==> src/pdc_ram.sv <==
`default_nettype none

module pdc_ram #(
    parameter int WIDTH = 8,
    parameter int DEPTH = 16
) (
    input  wire logic                     clk,
    input  wire logic                     we,
    input  wire logic [$clog2(DEPTH)-1:0] waddr,
    input  wire logic [WIDTH-1:0]         wdata,
    input  wire logic [$clog2(DEPTH)-1:0] raddr,
    output logic      [WIDTH-1:0]         rdata
);

    logic [WIDTH-1:0] mem [DEPTH];

    always_ff @(posedge clk)
    begin
        if (we)
        begin
            mem[waddr] <= wdata;
        end
        rdata <= mem[raddr];
    end

endmodule

`default_nettype wire

==> config.mk <==
export PLATFORM = sky130hd
export DESIGN_NAME = pdc_ram
export DESIGN_NICKNAME = d
export VERILOG_FILES = /design/src/pdc_ram.sv
export SDC_FILE = /design/constraint.sdc
export NUM_CORES = 1
export LEC_CHECK = 0
export ABC_AREA = 1
export BUFFER_PORTS_ARGS = -buffer_cell sky130_fd_sc_hd__clkbuf_2
export CORE_MARGIN = 1.5
export CORE_UTILIZATION = 60
export DETAILED_ROUTE_END_ITERATION = 10
export PLACE_DENSITY = 0.82
export SYNTH_ARGS = -nofsm -noshare
export SYNTH_HDL_FRONTEND = slang
export SYNTH_SLANG_ARGS = --single-unit
==> constraint.sdc <==
create_clock -name clk -period 1.3 [get_ports clk]
set_input_delay 0.065 -clock clk [delete_from_list [all_inputs] [get_ports clk]]
set_output_delay 0.065 -clock clk [all_outputs]
set_load 0.02 [all_outputs]
* Yosys cells after proc, flatten, opt, wreduce, memory -nomap -nowiden *
Memory sizes are Yosys's and may differ from the RTL's. A register that Yosys moved wholly into a read port is not among the register bits.
Index checks and enable logic that the tools add are counted.

word-level totals
  input bits = 18
  memories kept = 1
  output and inout port bits = 8
  memory bits (writable) = 128
  register bits after elaboration = 0
  word-level logic and storage cells = 3

cells by class
  multiplexer cells = 2

memories
  memory  depth  width  read ports  clocked after Yosys merged registers in  wr ports  RTL line  RTL
  mem     16     8      1           1                                        1         15        logic [WIDTH-1:0] mem [DEPTH];

operators by type and width
  cell    number
  $mux 1  2

* Longest topological paths before layout *
Gate-level depths: netlist (run 1).

  depth after elaboration = 2
  gate-level depth with buffers = 8
  mapped depth without buffers = 7

* Worst setup path after synthesis (run 1) *
OpenSTA, ideal clock, no wires.

  kind = input to register
  start = in waddr[2]
  end = mem mem[10][0] (enable)
  arrival time = 0.646 ns
  stages on the path = 2
  data required time = 0.930 ns
  library setup time = 0.370 ns
  slack = 0.284 ns
  path buffers = 0
  cells stage by stage = nand3b_1 -> nor2_1

RTL lines
  item                RTL line  RTL
  start: declaration  9         input wire logic [$clog2(DEPTH)-1:0] waddr,
  end: declaration    15

Straight into the memory's write port.

* Worst setup path in the final report (run 1) *
  start = reg rdata[6] (read register of mem)
  end = out rdata[6]

RTL lines
  item                RTL line  RTL
  start: declaration  12        output logic [WIDTH-1:0] rdata

No word-level cell between the ends.

==> impl_metrics.csv, run 1 <==
group,metric,value,unit
place,dp_hpwl,7.71,mm
synth,synth_fa_ha_area_frac,0,
critical_path,critPathLaunch,"rdata[6]$_DFF_P_",
sta,timing.fmax,885,MHz
synth,ys_ff_latch,136,
critical_path,slowest_delay,0.36,ns
die,core-area,9280,sq um
synth,yosys.area.top_type,"edfxtp_1",
place,gp_congestion,0.838,
sta,final.period_utilization,0.869,
power_and_ir_drop,power.share.combinational,0.062,
grt,met2_usage,0.471,
final_layout,area_delta_synth_final,16.9,%
sta,setup_tns,0,ns
synth,syn_area,5770,sq um
sta,setup_viol,0,
route,ant_nets,0,
clocking,clockBufferDepth,2,
critical_path,crit_buf_inv,1,
synth,synth_edf_count,128,
synth,yosys-top-cells-area,"edfxtp_1 (67%), nand2_1 (11%), nand3_1 (8.4%)",
synth,synth_cell_types,12,
synth,ys_seq_area_frac,0.694,
critical_path,rr_startpoint,"mem[2][2]$_DFFE_PP_",
final_layout,nNetsFinal,616,
synth,synth_cells,551,
power_and_ir_drop,p_sw,2.22,mW
power_and_ir_drop,switching_share,0.213,
grt,grt_max_degree,65,
power_and_ir_drop,power.share.clock,0.464,
route,drtIter0Drc,487,
synth,synth_mux_area_frac,0,
clocking,cts_buffers,17,
grt,met1_usage,0.359,
grt,grt_use_total,0.287,
die,ios,26,
clocking,cts-root-buf,"clkbuf_8",
critical_path,slowest_stage,"dfxtp_1",
power_and_ir_drop,vdd_drop_max,1.02,mV
synth,synth_top_flop_cell,"edfxtp_1",
power_and_ir_drop,total_power,10.4,mW
sta,rsz0062_at_grt,"false",
die,row_count,35,
route,drtPass1Iterations,5,
critical_path,worstSetupPathType,"flop to output port",
synth,yosys.area_share.simple,0.210,
grt,grt_pass1_wl,20.9,mm
route,viasPerCell,5.46,
sta,holdWs,0.0105,ns
synth,yosys_warnings,0,
route,drc,0,
die,die_h,101,microns
grt,antenna_found_initial,0,
clocking,cts_tree,"yes",
route,post_drt_wl_per_cell,17.9,microns
sta,skew,0.00843,ns
clocking,htree_levels,4,
die,start_util,0.621,
power_and_ir_drop,p_int,8.19,mW
clocking,cts_sinks,136,
synth,synthArstFlopShare,0,
critical_path,crit_fanout,1,
critical_path,worstSetupEndpointType,"output port",
route,vias,4043,
critical_path,crit_chain,"clkbuf_2",
synth,synth_top_family_by_area,"simple AND/OR/NAND/NOR gates",
sta,finalCriticalPeriod,1.13,ns
grt,grt_pass1_vias,4103,
sta,relSlewSlack,0.723,
critical_path,required,1.24,ns
synth,synth_most_common_cell,"nand2_1",
synth,synthDominantCellAreaShare,0.667,
synth,synth_commonest_cells,"nand2_1 (173), edfxtp_1 (128), inv_1 (100)",
power_and_ir_drop,powerDensity,1540,nW/um^2
grt,gr-max-usage-layer,"met2",
synth,synth_compound_area_frac,0,
sta,drv_slew,0,
synth,synthXorXnorAreaFrac,0,
die,dieArea,10200,sq um
clocking,clk-insertion-delay-late,0.52,ns
critical_path,crit_family,"flip-flops",
sta,hold_violations,0,
job,drv_cap,0,
die,die_w,101,microns
place,portBuffers,25,
critical_path,cp.arrival,1.06,ns
route,drt_wl_total,13.2,mm
run_status,outcome,"complete, no violations",
power_and_ir_drop,power_frac_seq,0.474,
clocking,path_clk_slew,0.06,ns
sta,worst_pin_slew,0.416,ns
final_layout,num_antenna_cells,0,
power_and_ir_drop,leakage,2.97,nW
synth,syn_avg_cell_area,10.5,sq um
hold_path,min-delay-start,"raddr[3]",
grt,use_met3,0.0811,
clocking,cts_resized,0,
hold_path,worst_hold_path_type,"input pin to flop",
synth,syn_nets,569,
critical_path,critPathLaunchType,"flop",
grt,overflow,0,
final_layout,drive_gt1_frac,0.136,
-- sequential cells by signal, summed over array words and instances (netlist names) --
| register | count |
|---|---|
| mem | 128 |
| rdata | 8 |
-- power groups by stage --
stage          combinational [mW]  clock [mW]  sequential, mW
2_1_floorplan               0.346           0            5.05
3_3_place_gp                0.599           0            5.03
3_5_place_dp                0.627           0            5.03
4_1_cts                     0.640        4.86            4.94
5_1_grt                     0.707        5.06            4.95
6_report                    0.645        4.83            4.94
-- stage by stage --
step / std cells / worst slack, ns / utilization / cell area (sq um)
global placement: 707 / 0.179 / 0.661 / 6130
CTS: 740 / 0.158 / 0.726 / 6740
floorplan: 551 / 0.284 / - / 5770
detailed placement: 707 / 0.156 / 0.661 / 6130
global route: 740 / 0.134 / 0.726 / 6740
finish: 740 / 0.171 / 0.726 / 6740
-- placed cells by master (no fill, tap or decap) --
master and instances:
nand3b_1 2, clkbuf_16 16, clkbuf_1 1, inv_2 2
inv_1 100, nand3_1 97, edfxtp_1 128, clkinvlp_4 1
nand2_1 173, buf_12 4, dfxtp_1 8, nor2_1 17
buf_4 22, clkinv_2 5, clkbuf_8 1, bufinv_16 4
clkinv_4 3, clkinv_1 1, clkbuf_2 25, dlygate4sd3_1 1
-- metal layers --
layer | share of wire | vias up | routed length, microns
met2 | 0.50 | 230 | 6610
met5 | 0 | - | 0
met4 | 0.031 | 0 | 412
met3 | 0.096 | 43 | 1270
met1 | 0.37 | 1900 | 4940
li1 | - | 1870 | -
-- logic make-up after synthesis --
family | count (synthesis)
buffers and inverters | 126
AND/OR/NAND/NOR | 289
flip-flops | 136
-- area by class of cell --
type	count	area (sq um)
sequential	136	4000
inverter	102	383
timing repair buffer	52	380
multi-input combinational	289	1210
clock inverter	14	183
clock buffer	18	418
tap	129	161
fill	617	2540
-- worst paths after layout --
kind	to	slack (ns)	cells after the start
worst max register to register	rdata[2]$_DFF_P_	0.26	6
worst max-delay path	rdata[6]	0.17	1
worst min-delay path	rdata[3]$_DFF_P_	0.01	4
worst min register to register	rdata[3]$_DFF_P_	0.66	6
-- timing repair --
item / in CTS / in global routing
endpoints found under the hold margin: 7 / 0
hold buffers: 1 / 0
setup buffers: 0 / 0
Note: power is estimated with default switching activity, not from simulation.
==> inputs of run 2 (changes only) <==
Settings changed: PLACE_DENSITY 0.82 to 0.78.
==> run 2 against run 1 <==
Compared with the run above:
- sequential share of layout area rose by 0.23 points
- design area fell by 0.39%
- clock-buffer cell count rose by 3
- wire length fell by 5.2%
- clock skew fell by 0.0035 ns
- largest cell class unchanged
- largest power group unchanged
- highest routed layer unchanged
==> impl_metrics.csv, run 2 (same netlist as run 1, synthesis figures left out) <==
group,metric,value,unit
power_and_ir_drop,powerDensity,1530,nW/um^2
place,gp_congestion,0.832,
sta,setup_tns,0,ns
clocking,cts_setup_buffers,0,
sta,skew,0.00492,ns
final_layout,utilization,0.723,
clocking,path_clk_slew,0.06,ns
final_layout,area_delta_synth_final,16.5,%
clocking,cts_buffers,17,
critical_path,required,1.24,ns
place,portBuffers,25,
clocking,cts_tree,"yes",
sta,finalCriticalPeriod,1.15,ns
route,drtIter0Drc,289,
clocking,htree_levels,4,
power_and_ir_drop,leakage,2.95,nW
clocking,cts-root-buf,"clkbuf_8",
grt,grt_use_total,0.275,
route,post_drt_wl_per_cell,17.0,microns
critical_path,worstSetupEndpointType,"output port",
sta,hold_violations,0,
critical_path,crit_fanout,1,
place,dp_hpwl,7.50,mm
grt,grt_pass1_vias,3810,
route,drtPass1Iterations,5,
final_layout,largest_register_ffs,128,
sta,worst_pin_slew,0.416,ns
sta,setup_viol,0,
final_layout,num_antenna_cells,0,
clocking,clk-insertion-delay-late,0.51,ns
route,drc,0,
route,vias,3846,
die,die_w,101,microns
final_layout,top_register,"mem",
grt,grt_max_degree,65,
die,row_count,35,
route,ant_nets,0,
grt,grt_pass1_wl,19.9,mm
sta,rsz0062_at_grt,"false",
critical_path,critPathLaunchType,"flop",
job,drv_cap,0,
critical_path,crit_buf_inv,1,
critical_path,crit_family,"flip-flops",
route,viasPerCell,5.21,
final_layout,nNetsFinal,614,
critical_path,worstSetupPathType,"flop to output port",
die,start_util,0.621,
critical_path,crit_chain,"clkbuf_2",
run_status,outcome,"complete, no violations",
hold_path,worst_hold_path_type,"input pin to flop",
die,core-area,9280,sq um
grt,antenna_found_initial,0,
die,ios,26,
clocking,clockBufferDepth,2,
grt,overflow,0,
die,die_h,101,microns
sta,relSlewSlack,0.723,
sta,final.period_utilization,0.884,
clocking,cts_sinks,136,
critical_path,slowest_delay,0.38,ns
critical_path,cp.arrival,1.08,ns
die,dieArea,10200,sq um
sta,drv_slew,0,
power_and_ir_drop,vdd_drop_max,0.808,mV
critical_path,slowest_stage,"dfxtp_1",
final_layout,reg_top3,"mem (128), rdata (8)",
final_layout,drive_gt1_frac,0.131,
final_layout,final_cell_mix,"nand2_1 (173), edfxtp_1 (128), inv_1 (100)",
sta,timing.fmax,870,MHz
final_layout,final_common_cell,"nand2_1",
route,drt_wl_total,12.5,mm
run 2: layout make-up:
type | count | area (sq um)
multi-input combinational | 289 | 1210
fill | 668 | 2570
timing repair buffer | 50 | 365
tap | 129 | 161
clock buffer | 21 | 439
clock inverter | 11 | 150
sequential | 136 | 4000
inverter | 102 | 383
run 2: what timing repair did:
item,in CTS,in global routing
endpoints found under the setup margin,0,0
hold buffers,1,0
endpoints found under the hold margin,6,0
resized for setup,0,0
run 2: final timing paths:
kind,slack (ns),startpoint,end,depth (start not counted)
max,0.15,rdata[0]$_DFF_P_,rdata[0],1
min,0.02,wdata[1],mem[5][1]$_DFFE_PP_,1
max reg2reg,0.27,mem[5][2]$_DFFE_PP_,rdata[2]$_DFF_P_,6
min reg2reg,0.68,mem[2][6]$_DFFE_PP_,rdata[6]$_DFF_P_,6
run 2: stage by stage:
step	worst slack [ns]	hold WS [ns]	instance area (sq um)	cells	total power, mW
floorplan	0.284	0.164	5770	551	5.40
global placement	0.186	0.469	6120	705	5.64
detailed placement	0.170	0.477	6120	705	5.66
CTS	0.138	0.0220	6720	738	10.3
global route	0.128	0.0439	6720	738	10.6
finish	0.151	0.0235	6720	738	10.3
run 2: metal layers:
metal	track usage	wire length, microns
met5	0	0
met4	0.125	419
met3	0.0624	758
met2	0.443	6080
met1	0.361	5290
run 2: where the power goes:
group | internal, mW | switching (mW) | total [mW]
Clock | 2.98 | 1.75 | 4.72
Combinational | 0.194 | 0.447 | 0.641
Sequential | 4.90 | 0.0348 | 4.94
